==> src/hdl/rwta_pkg.sv <==
// ============================================================================
// rwta_pkg
// shared types, widths, codes and defaults of the wall texel addresser
// ============================================================================
`default_nettype none

package rwta_pkg;

    // default values of the top level parameters
    localparam int FRACTION_BITS_DEF = 16;
    localparam int ROW_BITS_DEF      = 12;

    // fixed point of the ray direction components
    localparam int DIR_BITS = 14;

    // field widths
    localparam int POS_W    = 22;
    localparam int DIR_W    = 16;
    localparam int TEX_W    = 11;
    localparam int WIN_W    = 12;
    localparam int HEIGHT_W = 16;
    localparam int SCR_W    = 12;
    localparam int TCOL_W   = 10;
    localparam int ADDR_W   = 20;
    localparam int TP_W     = 32;
    localparam int BASE_W   = 18;

    // configuration port
    localparam int CFG_IDX_W  = 3;
    localparam int CFG_DATA_W = 22;

    localparam logic [CFG_IDX_W-1:0] CFG_PLAYER_X       = 3'd0;
    localparam logic [CFG_IDX_W-1:0] CFG_PLAYER_Y       = 3'd1;
    localparam logic [CFG_IDX_W-1:0] CFG_TEXTURE_WIDTH  = 3'd2;
    localparam logic [CFG_IDX_W-1:0] CFG_TEXTURE_HEIGHT = 3'd3;
    localparam logic [CFG_IDX_W-1:0] CFG_WINDOW_HEIGHT  = 3'd4;

    // register reset values
    localparam logic [TEX_W-1:0] TEX_WIDTH_RST  = 11'd64;
    localparam logic [TEX_W-1:0] TEX_HEIGHT_RST = 11'd64;
    localparam logic [WIN_W-1:0] WIN_HEIGHT_RST = 12'd720;

    // request kinds
    typedef enum logic {
        REQ_COLUMN = 1'b0,
        REQ_PIXEL  = 1'b1
    } t_req;

    // wall texture codes
    typedef enum logic [1:0] {
        TEX_NORTH = 2'd0,
        TEX_SOUTH = 2'd1,
        TEX_EAST  = 2'd2,
        TEX_WEST  = 2'd3
    } t_tex;

    // controller states
    typedef enum logic [2:0] {
        ST_IDLE,
        ST_WALL_MUL,
        ST_WALL_ADD,
        ST_COL_MUL,
        ST_COL_FIX,
        ST_DIV_WAIT,
        ST_POS_MUL
    } t_state;

    // controller to datapath
    typedef struct packed {
        logic load_col;
        logic pix_step;
        logic wall_mul;
        logic wall_add;
        logic col_mul;
        logic col_fix;
        logic pos_mul;
    } t_cmd;

    // datapath and output buffer to controller
    typedef struct packed {
        logic div_busy;
        logic skid_full;
    } t_stat;

    // one result beat
    typedef struct packed {
        logic [SCR_W-1:0]  pixel_row;
        logic [SCR_W-1:0]  pixel_column;
        logic [ADDR_W-1:0] texel_address;
        logic [1:0]        wall_texture;
        logic              column_done;
    } t_pixel;

endpackage

`default_nettype wire

==> src/hdl/rwta_req_if.sv <==
// ============================================================================
// rwta_req_if
// request channel: column set-up and pixel beats
// ============================================================================
`default_nettype none

interface rwta_req_if;
    logic                                       valid;
    logic                                       ready;
    logic                                       req_type;
    logic                                       hit_side;
    logic signed [rwta_pkg::DIR_W-1:0]          ray_dir_x;
    logic signed [rwta_pkg::DIR_W-1:0]          ray_dir_y;
    logic        [rwta_pkg::POS_W-1:0]          wall_distance;
    logic        [rwta_pkg::HEIGHT_W-1:0]       wall_height;
    logic        [rwta_pkg::SCR_W-1:0]          first_row;
    logic        [rwta_pkg::SCR_W-1:0]          stop_row;
    logic        [rwta_pkg::SCR_W-1:0]          screen_column;

    modport source (
        output valid, req_type, hit_side, ray_dir_x, ray_dir_y, wall_distance,
               wall_height, first_row, stop_row, screen_column,
        input  ready
    );

    modport sink (
        input  valid, req_type, hit_side, ray_dir_x, ray_dir_y, wall_distance,
               wall_height, first_row, stop_row, screen_column,
        output ready
    );
endinterface

`default_nettype wire

==> src/hdl/rwta_pix_if.sv <==
// ============================================================================
// rwta_pix_if
// result channel: one texel address beat per drawn pixel
// ============================================================================
`default_nettype none

interface rwta_pix_if;
    logic                              valid;
    logic                              ready;
    logic [rwta_pkg::SCR_W-1:0]        pixel_row;
    logic [rwta_pkg::SCR_W-1:0]        pixel_column;
    logic [rwta_pkg::ADDR_W-1:0]       texel_address;
    logic [1:0]                        wall_texture;
    logic                              column_done;

    modport source (
        output valid, pixel_row, pixel_column, texel_address, wall_texture, column_done,
        input  ready
    );

    modport sink (
        input  valid, pixel_row, pixel_column, texel_address, wall_texture, column_done,
        output ready
    );
endinterface

`default_nettype wire

==> src/hdl/rwta_div.sv <==
// ============================================================================
// rwta_div
// restoring divider, one quotient bit per cycle
// ============================================================================
`default_nettype none

module rwta_div #(
    parameter int NQ = 27,
    parameter int DV = 16
) (
    input  wire logic          i_clk,
    input  wire logic          i_rst_n,
    input  wire logic          i_start,
    input  wire logic [NQ-1:0] i_dividend,
    input  wire logic [DV-1:0] i_divisor,
    output logic               o_busy,
    output logic [NQ-1:0]      o_quotient
);

    localparam int CNT_W = $clog2(NQ + 1);

    logic [CNT_W-1:0] r_cnt;
    logic [DV-1:0]    r_rem;
    logic [NQ-1:0]    r_quo;
    logic [DV-1:0]    r_dvs;

    logic [DV:0]      w_shift;
    logic [DV+1:0]    w_diff;

    // trial subtract of the divisor from the shifted remainder
    assign w_shift = {r_rem, r_quo[NQ-1]};
    assign w_diff  = {1'b0, w_shift} - {2'b00, r_dvs};

    always_ff @(posedge i_clk) begin
        if (!i_rst_n) begin
            r_cnt <= '0;
        end else if (i_start) begin
            r_cnt <= CNT_W'(NQ);
        end else if (r_cnt != '0) begin
            r_cnt <= r_cnt - 1'b1;
        end
    end

    // remainder and quotient shift register
    always_ff @(posedge i_clk) begin
        if (i_start) begin
            r_rem <= '0;
            r_quo <= i_dividend;
            r_dvs <= i_divisor;
        end else if (r_cnt != '0) begin
            if (!w_diff[DV+1]) begin
                r_rem <= w_diff[DV-1:0];
                r_quo <= {r_quo[NQ-2:0], 1'b1};
            end else begin
                r_rem <= w_shift[DV-1:0];
                r_quo <= {r_quo[NQ-2:0], 1'b0};
            end
        end
    end

    assign o_busy     = (r_cnt != '0);
    assign o_quotient = r_quo;

endmodule

`default_nettype wire

==> src/hdl/rwta_dp.sv <==
// ============================================================================
// rwta_dp
// datapath: config registers, column set-up arithmetic and pixel stepping
// ============================================================================
`default_nettype none

module rwta_dp #(
    parameter int FRACTION_BITS = rwta_pkg::FRACTION_BITS_DEF,
    parameter int ROW_BITS      = rwta_pkg::ROW_BITS_DEF
) (
    input  wire logic                                  i_clk,
    input  wire logic                                  i_rst_n,
    input  wire logic                                  i_cfg_we,
    input  wire logic [rwta_pkg::CFG_IDX_W-1:0]        i_cfg_idx,
    input  wire logic [rwta_pkg::CFG_DATA_W-1:0]       i_cfg_data,
    input  wire rwta_pkg::t_cmd                        i_cmd,
    input  wire logic                                  i_hit_side,
    input  wire logic signed [rwta_pkg::DIR_W-1:0]     i_ray_dir_x,
    input  wire logic signed [rwta_pkg::DIR_W-1:0]     i_ray_dir_y,
    input  wire logic [rwta_pkg::POS_W-1:0]            i_wall_distance,
    input  wire logic [rwta_pkg::HEIGHT_W-1:0]         i_wall_height,
    input  wire logic [rwta_pkg::SCR_W-1:0]            i_first_row,
    input  wire logic [rwta_pkg::SCR_W-1:0]            i_stop_row,
    input  wire logic [rwta_pkg::SCR_W-1:0]            i_screen_column,
    output logic                                       o_div_busy,
    output logic                                       o_push,
    output rwta_pkg::t_pixel                           o_pix
);

    localparam int FB     = FRACTION_BITS + rwta_pkg::DIR_BITS;
    localparam int NQ     = rwta_pkg::TEX_W + FRACTION_BITS;
    localparam int DV     = rwta_pkg::HEIGHT_W;
    localparam int PROD_W = rwta_pkg::POS_W + 1 + rwta_pkg::DIR_W;
    localparam int WALL_W = PROD_W + 1;
    localparam int TXP_W  = FB + rwta_pkg::TEX_W;
    localparam int MADDR_W = 2 * rwta_pkg::TEX_W;

    // configuration registers
    logic [rwta_pkg::POS_W-1:0] r_px;
    logic [rwta_pkg::POS_W-1:0] r_py;
    logic [rwta_pkg::TEX_W-1:0] r_tw;
    logic [rwta_pkg::TEX_W-1:0] r_th;
    logic [rwta_pkg::WIN_W-1:0] r_wh;

    // column set-up operands
    logic [rwta_pkg::POS_W-1:0]        r_pos;
    logic signed [rwta_pkg::DIR_W-1:0] r_comp;
    logic [rwta_pkg::POS_W-1:0]        r_dist;
    logic                              r_mirror;
    logic signed [PROD_W-1:0]          r_prod;
    logic [FB-1:0]                     r_frac;
    logic [TXP_W-1:0]                  r_txp;
    logic signed [rwta_pkg::BASE_W-1:0] r_base;

    // column state
    logic [rwta_pkg::TCOL_W-1:0] r_texel_col;
    logic [rwta_pkg::TP_W-1:0]   r_tex_pos;
    logic [rwta_pkg::TP_W-1:0]   r_row_step;
    logic [ROW_BITS-1:0]         r_cur_row;
    logic [ROW_BITS-1:0]         r_end_row;
    logic [rwta_pkg::SCR_W-1:0]  r_cur_col;
    rwta_pkg::t_tex              r_tex;
    logic                        r_col_active;

    logic [rwta_pkg::BASE_W-1:0] w_base;
    logic [ROW_BITS-1:0]         w_first;
    logic [ROW_BITS-1:0]         w_stop;
    logic [WALL_W-1:0]           w_wall;
    logic [rwta_pkg::TEX_W-1:0]  w_tx;
    logic [rwta_pkg::TEX_W-1:0]  w_txm;
    logic [NQ-1:0]               w_quo;
    logic [rwta_pkg::TP_W-1:0]   w_step32;
    logic [rwta_pkg::TP_W-1:0]   w_base32;
    logic [rwta_pkg::TEX_W-1:0]  w_mask;
    logic [rwta_pkg::TEX_W-1:0]  w_ty;
    logic [MADDR_W-1:0]          w_addr;
    logic [ROW_BITS-1:0]         w_next_row;
    logic                        w_done;
    logic [DV-1:0]               w_divisor;
    logic                        w_step;

    // configuration writes
    always_ff @(posedge i_clk) begin
        if (!i_rst_n) begin
            r_px <= '0;
            r_py <= '0;
            r_tw <= rwta_pkg::TEX_WIDTH_RST;
            r_th <= rwta_pkg::TEX_HEIGHT_RST;
            r_wh <= rwta_pkg::WIN_HEIGHT_RST;
        end else if (i_cfg_we) begin
            case (i_cfg_idx)
                rwta_pkg::CFG_PLAYER_X:       r_px <= i_cfg_data;
                rwta_pkg::CFG_PLAYER_Y:       r_py <= i_cfg_data;
                rwta_pkg::CFG_TEXTURE_WIDTH:  r_tw <= i_cfg_data[rwta_pkg::TEX_W-1:0];
                rwta_pkg::CFG_TEXTURE_HEIGHT: r_th <= i_cfg_data[rwta_pkg::TEX_W-1:0];
                rwta_pkg::CFG_WINDOW_HEIGHT:  r_wh <= i_cfg_data[rwta_pkg::WIN_W-1:0];
                default: ;
            endcase
        end
    end

    // set-up combinational terms
    assign w_base = rwta_pkg::BASE_W'(i_first_row)
                  - rwta_pkg::BASE_W'(r_wh >> 1)
                  + rwta_pkg::BASE_W'(i_wall_height >> 1);
    assign w_first   = ROW_BITS'(i_first_row);
    assign w_stop    = ROW_BITS'(i_stop_row);
    assign w_divisor = (i_wall_height == '0) ? DV'(1) : i_wall_height;

    // wall hit position, only the fraction bits are kept
    assign w_wall = (WALL_W'(r_pos) << rwta_pkg::DIR_BITS) + WALL_W'(r_prod);

    // texel column and its mirror
    assign w_tx  = r_txp[FB +: rwta_pkg::TEX_W];
    assign w_txm = r_tw - w_tx - 1'b1;

    assign w_step32 = rwta_pkg::TP_W'(w_quo);
    assign w_base32 = rwta_pkg::TP_W'(r_base);

    // per-pixel address
    assign w_mask = (r_th == '0) ? '0 : r_th - 1'b1;
    assign w_ty   = rwta_pkg::TEX_W'(r_tex_pos >> FRACTION_BITS) & w_mask;
    assign w_addr = MADDR_W'(r_th) * MADDR_W'(w_ty) + MADDR_W'(r_texel_col);

    assign w_next_row = r_cur_row + 1'b1;
    assign w_done     = (w_next_row >= r_end_row) || (w_next_row == '0);
    assign w_step     = i_cmd.pix_step && r_col_active;

    rwta_div #(
        .NQ (NQ),
        .DV (DV)
    ) u_div (
        .i_clk      (i_clk),
        .i_rst_n    (i_rst_n),
        .i_start    (i_cmd.load_col),
        .i_dividend ({r_th, {FRACTION_BITS{1'b0}}}),
        .i_divisor  (w_divisor),
        .o_busy     (o_div_busy),
        .o_quotient (w_quo)
    );

    // set-up pipeline registers
    always_ff @(posedge i_clk) begin
        if (i_cmd.load_col) begin
            r_pos    <= i_hit_side ? r_px : r_py;
            r_comp   <= i_hit_side ? i_ray_dir_x : i_ray_dir_y;
            r_dist   <= i_wall_distance;
            r_mirror <= (!i_hit_side && (i_ray_dir_x > 0))
                     || (i_hit_side && (i_ray_dir_y < 0));
            r_base   <= $signed(w_base);
        end
        if (i_cmd.wall_mul) begin
            r_prod <= $signed({1'b0, r_dist}) * r_comp;
        end
        if (i_cmd.wall_add) begin
            r_frac <= w_wall[FB-1:0];
        end
        if (i_cmd.col_mul) begin
            r_txp <= TXP_W'(r_frac) * TXP_W'(r_tw);
        end
    end

    // column state
    always_ff @(posedge i_clk) begin
        if (!i_rst_n) begin
            r_texel_col  <= '0;
            r_tex_pos    <= '0;
            r_row_step   <= '0;
            r_cur_row    <= '0;
            r_end_row    <= '0;
            r_cur_col    <= '0;
            r_tex        <= rwta_pkg::TEX_NORTH;
            r_col_active <= 1'b0;
        end else begin
            if (i_cmd.load_col) begin
                r_cur_row    <= w_first;
                r_end_row    <= w_stop;
                r_cur_col    <= i_screen_column;
                r_col_active <= (w_first < w_stop);
                // a zero component keeps the previous texture
                if (i_hit_side) begin
                    if (i_ray_dir_y < 0) begin
                        r_tex <= rwta_pkg::TEX_NORTH;
                    end else if (i_ray_dir_y > 0) begin
                        r_tex <= rwta_pkg::TEX_SOUTH;
                    end
                end else begin
                    if (i_ray_dir_x > 0) begin
                        r_tex <= rwta_pkg::TEX_EAST;
                    end else if (i_ray_dir_x < 0) begin
                        r_tex <= rwta_pkg::TEX_WEST;
                    end
                end
            end
            if (i_cmd.col_fix) begin
                r_texel_col <= rwta_pkg::TCOL_W'(r_mirror ? w_txm : w_tx);
            end
            if (i_cmd.pos_mul) begin
                r_row_step <= w_step32;
                r_tex_pos  <= w_base32 * w_step32;
            end
            if (w_step) begin
                r_tex_pos <= r_tex_pos + r_row_step;
                r_cur_row <= w_next_row;
                if (w_done) begin
                    r_col_active <= 1'b0;
                end
            end
        end
    end

    // result beat
    assign o_push               = w_step;
    assign o_pix.pixel_row      = rwta_pkg::SCR_W'(r_cur_row);
    assign o_pix.pixel_column   = r_cur_col;
    assign o_pix.texel_address  = rwta_pkg::ADDR_W'(w_addr);
    assign o_pix.wall_texture   = r_tex;
    assign o_pix.column_done    = w_done;

endmodule

`default_nettype wire

==> src/hdl/rwta_obuf.sv <==
// ============================================================================
// rwta_obuf
// output register with skid stage for result beats
// ============================================================================
`default_nettype none

module rwta_obuf (
    input  wire logic              i_clk,
    input  wire logic              i_rst_n,
    input  wire logic              i_push,
    input  wire rwta_pkg::t_pixel  i_data,
    input  wire logic              i_ready,
    output logic                   o_valid,
    output rwta_pkg::t_pixel       o_data,
    output logic                   o_full
);

    logic             r_out_v;
    logic             r_skid_v;
    rwta_pkg::t_pixel r_out;
    rwta_pkg::t_pixel r_skid;
    logic             w_free;

    // output register is free when empty or taken this cycle
    assign w_free = !r_out_v || i_ready;

    always_ff @(posedge i_clk) begin
        if (!i_rst_n) begin
            r_out_v  <= 1'b0;
            r_skid_v <= 1'b0;
        end else if (w_free) begin
            if (r_skid_v) begin
                r_out_v  <= 1'b1;
                r_skid_v <= i_push;
            end else begin
                r_out_v  <= i_push;
            end
        end else if (i_push) begin
            r_skid_v <= 1'b1;
        end
    end

    // beat data, skid drains first to keep order
    always_ff @(posedge i_clk) begin
        if (w_free) begin
            if (r_skid_v) begin
                r_out <= r_skid;
                if (i_push) begin
                    r_skid <= i_data;
                end
            end else if (i_push) begin
                r_out <= i_data;
            end
        end else if (i_push) begin
            r_skid <= i_data;
        end
    end

    assign o_valid = r_out_v;
    assign o_data  = r_out;
    assign o_full  = r_skid_v;

    // skid only holds a beat behind a waiting output
    a_skid_behind_out: assert property (@(posedge i_clk) disable iff (!i_rst_n)
        r_skid_v |-> r_out_v)
        else $error("skid stage holds a beat while output is empty");

    // no beat arrives while the skid stage is occupied
    a_no_overrun: assert property (@(posedge i_clk) disable iff (!i_rst_n)
        i_push |-> !r_skid_v)
        else $error("result pushed into a full output buffer");

endmodule

`default_nettype wire

==> src/hdl/rwta_ctrl.sv <==
// ============================================================================
// rwta_ctrl
// controller: request handshake and column set-up sequence
// ============================================================================
`default_nettype none

module rwta_ctrl (
    input  wire logic            i_clk,
    input  wire logic            i_rst_n,
    input  wire logic            i_valid,
    input  wire logic            i_req_type,
    input  wire rwta_pkg::t_stat i_stat,
    output logic                 o_ready,
    output rwta_pkg::t_cmd       o_cmd
);

    rwta_pkg::t_state r_state;
    rwta_pkg::t_state n_state;
    logic             w_accept;

    assign w_accept = i_valid && o_ready;

    // state register
    always_ff @(posedge i_clk) begin
        if (!i_rst_n) begin
            r_state <= rwta_pkg::ST_IDLE;
        end else begin
            r_state <= n_state;
        end
    end

    // next state and commands
    always_comb begin
        n_state = r_state;
        o_ready = 1'b0;
        o_cmd   = '0;
        case (r_state)
            rwta_pkg::ST_IDLE: begin
                o_ready = !i_stat.skid_full;
                if (i_valid && !i_stat.skid_full) begin
                    if (i_req_type == rwta_pkg::REQ_COLUMN) begin
                        o_cmd.load_col = 1'b1;
                        n_state        = rwta_pkg::ST_WALL_MUL;
                    end else begin
                        o_cmd.pix_step = 1'b1;
                    end
                end
            end
            rwta_pkg::ST_WALL_MUL: begin
                o_cmd.wall_mul = 1'b1;
                n_state        = rwta_pkg::ST_WALL_ADD;
            end
            rwta_pkg::ST_WALL_ADD: begin
                o_cmd.wall_add = 1'b1;
                n_state        = rwta_pkg::ST_COL_MUL;
            end
            rwta_pkg::ST_COL_MUL: begin
                o_cmd.col_mul = 1'b1;
                n_state       = rwta_pkg::ST_COL_FIX;
            end
            rwta_pkg::ST_COL_FIX: begin
                o_cmd.col_fix = 1'b1;
                n_state       = rwta_pkg::ST_DIV_WAIT;
            end
            rwta_pkg::ST_DIV_WAIT: begin
                if (!i_stat.div_busy) begin
                    n_state = rwta_pkg::ST_POS_MUL;
                end
            end
            rwta_pkg::ST_POS_MUL: begin
                o_cmd.pos_mul = 1'b1;
                n_state       = rwta_pkg::ST_IDLE;
            end
            default: begin
                n_state = rwta_pkg::ST_IDLE;
            end
        endcase
    end

    // a column beat always starts the set-up sequence
    a_col_start: assert property (@(posedge i_clk) disable iff (!i_rst_n)
        (w_accept && i_req_type == rwta_pkg::REQ_COLUMN)
            |=> r_state == rwta_pkg::ST_WALL_MUL)
        else $error("column beat did not start set-up");

    // texture position is only formed from a finished quotient
    a_quo_ready: assert property (@(posedge i_clk) disable iff (!i_rst_n)
        r_state == rwta_pkg::ST_POS_MUL |-> !i_stat.div_busy)
        else $error("row step used while divider busy");

endmodule

`default_nettype wire

==> src/hdl/raycast_wall_texel_addresser_unit.sv <==
// ============================================================================
// raycast_wall_texel_addresser_unit
// turns a wall column hit into one texel address per drawn screen row
// ============================================================================
// usage
//   i_req carries request beats. a column beat (req_type 0) sets up a wall
//   column; each pixel beat (req_type 1) then gives one result beat on o_pix
//   for the next row, with column_done on the last row. a pixel beat with no
//   column open gives nothing. configuration is written on i_cfg_we with
//   i_cfg_idx / i_cfg_data while the block is idle.
//   a pixel beat's result goes into the output register, or into the skid
//   stage while one waits; pixels run at one per cycle while o_pix is taken.
//   a column beat holds the request side while the set-up runs: wall
//   multiply, wall add, texel column multiply and fix, a wait for the
//   restoring divider, which gives one quotient bit per cycle over
//   11 + FRACTION_BITS bits for the row step, and the start position
//   multiply; the accepting cycle starts the divider.
//   the output register plus one skid stage let a pixel beat be taken while
//   a result waits; when both are full the request side stalls until the
//   receiver takes a beat.
//   synchronous reset clears the open column and the texture choice (north)
//   and loads the register defaults.
// ============================================================================
`default_nettype none

module raycast_wall_texel_addresser_unit #(
    parameter int FRACTION_BITS = rwta_pkg::FRACTION_BITS_DEF,
    parameter int ROW_BITS      = rwta_pkg::ROW_BITS_DEF
) (
    input  wire logic                            i_clk,
    input  wire logic                            i_rst_n,
    input  wire logic                            i_cfg_we,
    input  wire logic [rwta_pkg::CFG_IDX_W-1:0]  i_cfg_idx,
    input  wire logic [rwta_pkg::CFG_DATA_W-1:0] i_cfg_data,
    rwta_req_if.sink                             i_req,
    rwta_pix_if.source                           o_pix
);

    rwta_pkg::t_cmd   w_cmd;
    rwta_pkg::t_stat  w_stat;
    rwta_pkg::t_pixel w_res;
    rwta_pkg::t_pixel w_out;
    logic             w_push;
    logic             w_div_busy;
    logic             w_full;
    logic             w_ready;

    assign w_stat.div_busy  = w_div_busy;
    assign w_stat.skid_full = w_full;
    assign i_req.ready      = w_ready;

    // sequencer
    rwta_ctrl u_ctrl (
        .i_clk      (i_clk),
        .i_rst_n    (i_rst_n),
        .i_valid    (i_req.valid),
        .i_req_type (i_req.req_type),
        .i_stat     (w_stat),
        .o_ready    (w_ready),
        .o_cmd      (w_cmd)
    );

    // arithmetic and column state
    rwta_dp #(
        .FRACTION_BITS (FRACTION_BITS),
        .ROW_BITS      (ROW_BITS)
    ) u_dp (
        .i_clk           (i_clk),
        .i_rst_n         (i_rst_n),
        .i_cfg_we        (i_cfg_we),
        .i_cfg_idx       (i_cfg_idx),
        .i_cfg_data      (i_cfg_data),
        .i_cmd           (w_cmd),
        .i_hit_side      (i_req.hit_side),
        .i_ray_dir_x     (i_req.ray_dir_x),
        .i_ray_dir_y     (i_req.ray_dir_y),
        .i_wall_distance (i_req.wall_distance),
        .i_wall_height   (i_req.wall_height),
        .i_first_row     (i_req.first_row),
        .i_stop_row      (i_req.stop_row),
        .i_screen_column (i_req.screen_column),
        .o_div_busy      (w_div_busy),
        .o_push          (w_push),
        .o_pix           (w_res)
    );

    // result buffering
    rwta_obuf u_obuf (
        .i_clk   (i_clk),
        .i_rst_n (i_rst_n),
        .i_push  (w_push),
        .i_data  (w_res),
        .i_ready (o_pix.ready),
        .o_valid (o_pix.valid),
        .o_data  (w_out),
        .o_full  (w_full)
    );

    assign o_pix.pixel_row     = w_out.pixel_row;
    assign o_pix.pixel_column  = w_out.pixel_column;
    assign o_pix.texel_address = w_out.texel_address;
    assign o_pix.wall_texture  = w_out.wall_texture;
    assign o_pix.column_done   = w_out.column_done;

endmodule

`default_nettype wire

==> src/flat_wrapper.sv <==
// flat-port wrapper written by rule: the top's interface ports become plain ports
module raycast_wall_texel_addresser_unit_flat 
#(
    parameter int FRACTION_BITS = rwta_pkg::FRACTION_BITS_DEF,
    parameter int ROW_BITS      = rwta_pkg::ROW_BITS_DEF
)
  (i_clk, i_rst_n, i_cfg_we, i_cfg_idx, i_cfg_data, i_req_valid, i_req_req_type, i_req_hit_side, i_req_ray_dir_x, i_req_ray_dir_y, i_req_wall_distance, i_req_wall_height, i_req_first_row, i_req_stop_row, i_req_screen_column, i_req_ready, o_pix_valid, o_pix_pixel_row, o_pix_pixel_column, o_pix_texel_address, o_pix_wall_texture, o_pix_column_done, o_pix_ready);
  rwta_req_if i_req_i ();
  rwta_pix_if o_pix_i ();
  input  wire logic i_clk;
  input  wire logic i_rst_n;
  input  wire logic i_cfg_we;
  input  wire logic [rwta_pkg::CFG_IDX_W-1:0] i_cfg_idx;
  input  wire logic [rwta_pkg::CFG_DATA_W-1:0] i_cfg_data;
  input wire logic [$bits(i_req_i.valid)-1:0] i_req_valid;
  input wire logic [$bits(i_req_i.req_type)-1:0] i_req_req_type;
  input wire logic [$bits(i_req_i.hit_side)-1:0] i_req_hit_side;
  input wire logic [$bits(i_req_i.ray_dir_x)-1:0] i_req_ray_dir_x;
  input wire logic [$bits(i_req_i.ray_dir_y)-1:0] i_req_ray_dir_y;
  input wire logic [$bits(i_req_i.wall_distance)-1:0] i_req_wall_distance;
  input wire logic [$bits(i_req_i.wall_height)-1:0] i_req_wall_height;
  input wire logic [$bits(i_req_i.first_row)-1:0] i_req_first_row;
  input wire logic [$bits(i_req_i.stop_row)-1:0] i_req_stop_row;
  input wire logic [$bits(i_req_i.screen_column)-1:0] i_req_screen_column;
  output wire logic [$bits(i_req_i.ready)-1:0] i_req_ready;
  output wire logic [$bits(o_pix_i.valid)-1:0] o_pix_valid;
  output wire logic [$bits(o_pix_i.pixel_row)-1:0] o_pix_pixel_row;
  output wire logic [$bits(o_pix_i.pixel_column)-1:0] o_pix_pixel_column;
  output wire logic [$bits(o_pix_i.texel_address)-1:0] o_pix_texel_address;
  output wire logic [$bits(o_pix_i.wall_texture)-1:0] o_pix_wall_texture;
  output wire logic [$bits(o_pix_i.column_done)-1:0] o_pix_column_done;
  input wire logic [$bits(o_pix_i.ready)-1:0] o_pix_ready;
  assign i_req_i.valid = i_req_valid;
  assign i_req_i.req_type = i_req_req_type;
  assign i_req_i.hit_side = i_req_hit_side;
  assign i_req_i.ray_dir_x = i_req_ray_dir_x;
  assign i_req_i.ray_dir_y = i_req_ray_dir_y;
  assign i_req_i.wall_distance = i_req_wall_distance;
  assign i_req_i.wall_height = i_req_wall_height;
  assign i_req_i.first_row = i_req_first_row;
  assign i_req_i.stop_row = i_req_stop_row;
  assign i_req_i.screen_column = i_req_screen_column;
  assign i_req_ready = i_req_i.ready;
  assign o_pix_valid = o_pix_i.valid;
  assign o_pix_pixel_row = o_pix_i.pixel_row;
  assign o_pix_pixel_column = o_pix_i.pixel_column;
  assign o_pix_texel_address = o_pix_i.texel_address;
  assign o_pix_wall_texture = o_pix_i.wall_texture;
  assign o_pix_column_done = o_pix_i.column_done;
  assign o_pix_i.ready = o_pix_ready;
  raycast_wall_texel_addresser_unit #(.FRACTION_BITS(FRACTION_BITS), .ROW_BITS(ROW_BITS)) u_core (.i_clk(i_clk), .i_rst_n(i_rst_n), .i_cfg_we(i_cfg_we), .i_cfg_idx(i_cfg_idx), .i_cfg_data(i_cfg_data), .i_req(i_req_i), .o_pix(o_pix_i));
endmodule
==> config.mk <==
export PLATFORM = sky130hd
export DESIGN_NAME = raycast_wall_texel_addresser_unit_flat
export DESIGN_NICKNAME = d
export VERILOG_FILES = /design/src/hdl/rwta_pkg.sv /design/src/hdl/rwta_req_if.sv /design/src/hdl/rwta_pix_if.sv /design/src/hdl/rwta_div.sv /design/src/hdl/rwta_dp.sv /design/src/hdl/rwta_obuf.sv /design/src/hdl/rwta_ctrl.sv /design/src/hdl/raycast_wall_texel_addresser_unit.sv /design/src/flat_wrapper.sv
export SDC_FILE = /design/constraint.sdc
export NUM_CORES = 2
export LEC_CHECK = 0
export BUFFER_PORTS_ARGS = -buffer_cell sky130_fd_sc_hd__buf_2
export CELL_PAD_IN_SITES_DETAIL_PLACEMENT = 0
export CELL_PAD_IN_SITES_GLOBAL_PLACEMENT = 1
export CORE_ASPECT_RATIO = 0.9
export CORE_MARGIN = 5
export CORE_UTILIZATION = 40
export DETAILED_ROUTE_END_ITERATION = 10
export PLACE_DENSITY = 0.72
export SLEW_MARGIN = 20
export SYNTH_ARGS = -nofsm -noshare
export SYNTH_HDL_FRONTEND = slang
export SYNTH_SLANG_ARGS = --single-unit
==> constraint.sdc <==
create_clock -name i_clk -period 6 [get_ports i_clk]
set_input_delay 0.9 -clock i_clk [delete_from_list [all_inputs] [get_ports i_clk]]
set_output_delay 0.9 -clock i_clk [all_outputs]
set_load 0.02 [all_outputs]
### Yosys cells after proc, flatten, opt, wreduce, memory -nomap -nowiden

Index checks and enable logic that the tools add are counted.

| storage, ports and cells | value |
|---|---|
| register bits after elaboration | 509 |

| operators by class | value |
|---|---|
| bitwise logic cells | 2 |
| add/sub/neg operators | 11 |
| order comparisons | 6 |
| eq/ne operators | 15 |
| mux-type cells | 45 |
| reductions and logical operators | 31 |
| multiply operators | 4 |

Operators with widths:

| kind | number |
|---|---|
| 47-bit two-way mux | 5 |
| 32-bit two-way mux | 2 |
| 27-bit two-way mux | 2 |
| 16-bit two-way mux | 3 |
| 30-bit by 11-bit multiplier with 40-bit output | 1 |
| 32-bit by 27-bit adder with 32-bit output | 1 |
| 16-bit by 1-bit greater-than comparator with 1-bit output (second input constant) | 2 |
| 16-bit by 1-bit less-than comparator with 1-bit output (second input constant) | 2 |
| 17-bit by 28-bit multiplier with 32-bit output | 1 |
| 30-bit adder | 1 |
| 23-bit by 16-bit multiplier with 30-bit output | 1 |
| 12-bit two-way mux | 2 |
| 20-bit by 10-bit adder with 20-bit output | 1 |
| 11-bit by 11-bit multiplier with 20-bit output | 1 |
| 3-bit one-hot mux with 6 select lines | 1 |
| 17-bit by 16-bit subtractor with 18-bit output | 1 |
| 13-bit by 16-bit adder with 17-bit output | 1 |
| 16-bit zero test | 1 |
| 1-bit two-way mux | 16 |
| 2-bit two-way mux | 7 |
| 12-bit by 11-bit subtractor with 13-bit output | 1 |
| 12-bit by 1-bit adder with 12-bit output (second input constant) | 1 |
| 3-bit by 2-bit == test with 1-bit output (second input constant) | 4 |
| 3-bit == test (second input constant) | 4 |
| other kinds (27) | 52 |

### Longest topological paths before layout

| logic depth | value |
|---|---|
| depth after elaboration | 8 |
| mapped depth | 28 |
| mapped depth without buffers | 27 |

### Cells and area by module

From an unflattened synthesis, not the netlist that was laid out.

| unflattened totals | value |
|---|---|
| cells, all modules | 5,833 |
| area, all modules | 55,766.0 µm² |

By module, submodules not included:

| module | times used | seq. area each (µm²) | area each (µm²) | cells an instance |
|---|---|---|---|---|
| rwta_dp | 1 | 7,627.3 | 48,345.1 | 5,344 |
| rwta_obuf | 1 | 2,862.7 | 3,726.1 | 157 |
| rwta_div | 1 | 1,711.6 | 3,457.1 | 306 |
| rwta_ctrl | 1 | 60.1 | 237.7 | 26 |

### Worst setup path before layout

Ideal clock, no wire load.

| timing path | value |
|---|---|
| path kind | register -> register |
| start point | register u_core.u_dp.r_dist[11] in the netlist's numbering |
| end point | register u_core.u_dp.r_prod[28] (data pin) |
| required time | 5.742 ns |
| cell stages (with the launch flop) | 25 |
| setup slack | -0.127 ns |
| library setup time | 0.258 ns |
| arrival time | 5.870 ns |
| cell sequence | edfxtp_1 > clkbuf_1 > nand2_1 > fa_1 > inv_1 > fa_1 > inv_1 > fa_1 > inv_1 > fa_1 > inv_1 > fa_1 > inv_1 > fa_1 > ha_1 > a21o_1 > a21oi_1 > o21ai_0 > and2_1 > nor2_1 > a311oi_1 > or3_1 > a41o_1 > a21oi_1 > xnor2_1 |

| on the way | value |
|---|---|
| word-level cells in the longest chain between the ends | 1 |

Ends and longest elaborated chain:

| element | RTL line | RTL |
|---|---|---|
| from (decl) | rwta_dp.sv:48 | `logic [rwta_pkg::POS_W-1:0] r_dist;` |
| from (signal assigned) | rwta_dp.sv:147 | `r_dist <= i_wall_distance;` |
| 23-bit by 16-bit multiplier with 30-bit output | rwta_dp.sv:153 | `r_prod <= $signed({1'b0, r_dist}) * r_comp;` |
| to (signal assigned) | rwta_dp.sv:153 |  |
| to (decl) | rwta_dp.sv:50 | `logic signed [PROD_W-1:0] r_prod;` |

No other way between the ends.
A chain may end at the register's enable or synchronous reset.

### Worst setup path after layout

| timing path | value |
|---|---|
| start point | register u_core.u_dp.r_base[4] in the netlist's numbering |
| end point | register u_core.u_dp.r_tex_pos[25] in the netlist's numbering |

| on the way | value |
|---|---|
| word-level cells in the longest chain between the ends | 3 |

Ends and longest elaborated chain:

| element | RTL line | RTL |
|---|---|---|
| from (decl) | rwta_dp.sv:53 | `logic signed [rwta_pkg::BASE_W-1:0] r_base;` |
| from (signal assigned) | rwta_dp.sv:150 | `r_base <= $signed(w_base);` |
| 17-bit by 28-bit multiplier with 32-bit output | rwta_dp.sv:200 | `r_tex_pos <= w_base32 * w_step32;` |
| 32-bit two-way mux | rwta_dp.sv:198 | `if (i_cmd.pos_mul) begin` |
| 32-bit two-way mux | rwta_dp.sv:202 | `if (w_step) begin` |
| to (signal assigned) | rwta_dp.sv:200 |  |
| to (signal assigned) | rwta_dp.sv:203 | `r_tex_pos <= r_tex_pos + r_row_step;` |
| to (decl) | rwta_dp.sv:57 | `logic [rwta_pkg::TP_W-1:0] r_tex_pos;` |

No other way between the ends. The select of a mux whose other input is x is not followed.

==> out/metrics.yaml <==
run_status:
  run_status: "finished with violations"
  violations: "setup timing"
grt:
  overflow: 0
  track_usage_pct: 20.2
  first_global_vias: 41800
  grt_max_degree: 89
  antenna_found_initial: 20
  grt_pass1_wl_mm: 235
floorplanning:
  io-pin-count: 187
  start_util_pct: 40.1
  dieWidth_um: 400
  num_rows: 129
  design.core.area_mm2: 0.137
  die_area_mm2: 0.145
  die_y_um: 361
cts:
  clkTransAtPathRegs_ps: 70
  cts-buffers-inserted: 57
  clockBufferDepth: 3
  holdBufCountCts: 0
  insertion_delay_ps: 690
  cts_tree: "built"
  htree_levels: 2
  clockRootBuffer: "clkbuf_16"
  cts_sinks: 473
logic_synthesis:
  ys_seq_area_share_pct: 22.1
  synth_top_area_cell: "fa_1"
  synth_edf_count: 263
  synthFlopType: "edfxtp_1"
  synth_seq_cells: 473
  yosys_warnings: 0
  synth_nets: 7312
  yosys-top-cells-count: "nand2_1 (1065), inv_1 (997), fa_1 (841)"
  synthDistinctLibCells: 77
  syn_inst: 5910
  synth.cell_area_mm2: 0.0549
  yosysMostFrequentCell: "nand2_1"
  ys_async_sr_fraction_pct: 0
  yosys.area.top_type_share_pct: 30.7
  synthTopCellsByArea: "fa_1 (31%), edfxtp_1 (14%), ha_1 (9.6%)"
  postSynthAreaPerCell_um2: 9.28
worst_setup_path:
  worstSetupPathType: "flop to flop"
  cp.arrival_ps: 6580
  worstSetupEndpointType: "flop"
  worstPathRequired_ps: 6510
  crit_path_start_kind: "flop"
  worstPathMaxFanout: 3
timing:
  max_slew.worst_pin.slew_ps: 1100
  finalHoldViolCount: 0
  slew_violations: 0
  skew_ps: 55.4
  fin_ws_ps: -70.0
  finalCriticalPeriod_ps: 6070
  slew_headroom_pct: 26.3
  grt_setup_unrepaired: "yes"
  min_period_over_period_pct: 101
  setup_viol: 1
  clock.fmax_mhz: 165
drt:
  wl_per_cell_um: 17.9
  num_vias: 40600
  drc_errors: 0
  met2_length_mm: 64.2
  first_pass_iters: 7
  wl_met1_mm: 70.0
  postRouteAntennaNets: 0
  via_per_inst: 4.95
  wl_met3_mm: 10.4
  top_layer_used: "met5"
  routed_wl_mm: 147
  drt_iter0_markers: 2336
hold_path:
  hold_path.class: "input port to flop"
layout:
  syn_to_final_growth_pct: 16.5
  fillers: 13200
  final_nets: 7705
  drive_gt1_share_pct: 16.5
  final_cells: 8196
placed_design:
  port_buffers: 180
  place_congestion: 0.867
  dpl.cell_count: 8019
  place.detailed.hpwl_mm: 117
job:
  max-cap-violations: 0
[cells in the final DEF, fill, tap and decap left out, types with 33 or more instances in the layout]
master	n
a21oi_1	267
nor3_1	46
xnor2_1	139
mux2_2	78
nand2_1	1048
xor2_1	60
a21o_1	58
and2_1	384
a211oi_1	34
edfxtp_1	263
inv_1	961
dfxtp_1	194
ha_1	395
buf_6	33
buf_4	395
nand2b_1	35
inv_2	34
clkbuf_16	59
buf_2	180
fa_1	826
o21ai_0	82
nor2_1	162
nand3_1	56
[worst max-delay path, stage by stage (launching register included)]
cell and delay (ps):
edfxtp_1 430, buf_6 150, and2_4 150, fa_1 530, inv_1 50, fa_1 480, inv_1 50, ha_2 160
fa_1 500, inv_2 40, fa_1 450, fa_1 510, inv_2 40, ha_4 160, nor4_4 270, o21ai_2 110
a31o_4 270, a2111oi_4 430, o31ai_4 110, a221o_1 380, and4b_1 220, nor4_2 310, nor4_1 100
[cell type report]
cell class	instances	area (µm²)	area share, %
inverters	997	3750	5.87
flip-flops and latches	473	12100	19.0
multi-input cells	4134	38800	60.8
clock inverters	33	432	0.675
diodes	10	25.0	0.0392
well taps	1834	2290	3.59
clock buffers	75	1590	2.49
repair buffers	640	4870	7.61
[cells by family after synthesis]
kind of cell,Yosys count,synth area share (%)
AOI/OAI and AO/OA,655,7.47
buffers and inverters,1303,8.92
DFF,473,22.1
other,1,0.00684
and+or+nand+nor,1919,16.1
muxes,91,1.84
adders and majority gates,1264,40.3
xor gates and xnor gates,204,3.28
[routing by layer]
layer	up-vias	global-route usage (%)
met5	-	0
met4	12	3.51
met3	132	4.39
met2	872	31.1
met1	20200	29.7
li1	19300	-
[timing repair]
item,CTS,global route
pin swaps,51,135
gates cloned,2,0
setup endpoints to repair,21,32
gates resized for setup,91,191
setup buffers,19,45
[stage by stage]
step | utilization [%] | cell area (µm²) | TNS, ps | setup WS (ps) | hold WS (ps)
2_1_floorplan | - | 54900 | -17.0 | -17.0 | 400
3_3_place_gp | 44.1 | 60300 | -2090 | -314 | 403
3_5_place_dp | 44.1 | 60300 | -2780 | -334 | 405
4_1_cts | 45.9 | 62900 | -140 | -61.2 | 313
5_1_grt | 46.7 | 63900 | -2600 | -345 | 338
6_report | 46.7 | 63900 | -70.0 | -70.0 | 381
[worst paths after layout]
path	startpoint	end	slack, ps	cells after the start
max	u_core.u_dp.r_base[4]	u_core.u_dp.r_tex_pos[25]	-70	22
min	i_req_wall_distance[0]	u_core.u_dp.r_dist[0]	380	1
min reg2reg	u_core.u_dp.r_prod[7]	u_core.u_dp.r_frac[7]	400	0
max reg2reg	u_core.u_dp.r_base[4]	u_core.u_dp.r_tex_pos[25]	-70	22
[flip-flops by register name (all words and copies together) (netlist names), 17 cells and up]
register,flops
u_core.u_dp.r_prod,30
u_core.u_obuf.r_skid,47
u_core.u_dp.r_base,17
u_core.u_dp.r_tex_pos,27
u_core.u_dp.u_div.o_quotient,27
u_core.u_dp.r_dist,22
u_core.u_obuf.o_data,47
u_core.u_dp.r_frac,30
u_core.u_dp.r_row_step,27
Power is not shown: default switching activity piles up to over one toggle a cycle in this logic, so the estimate is an artifact.
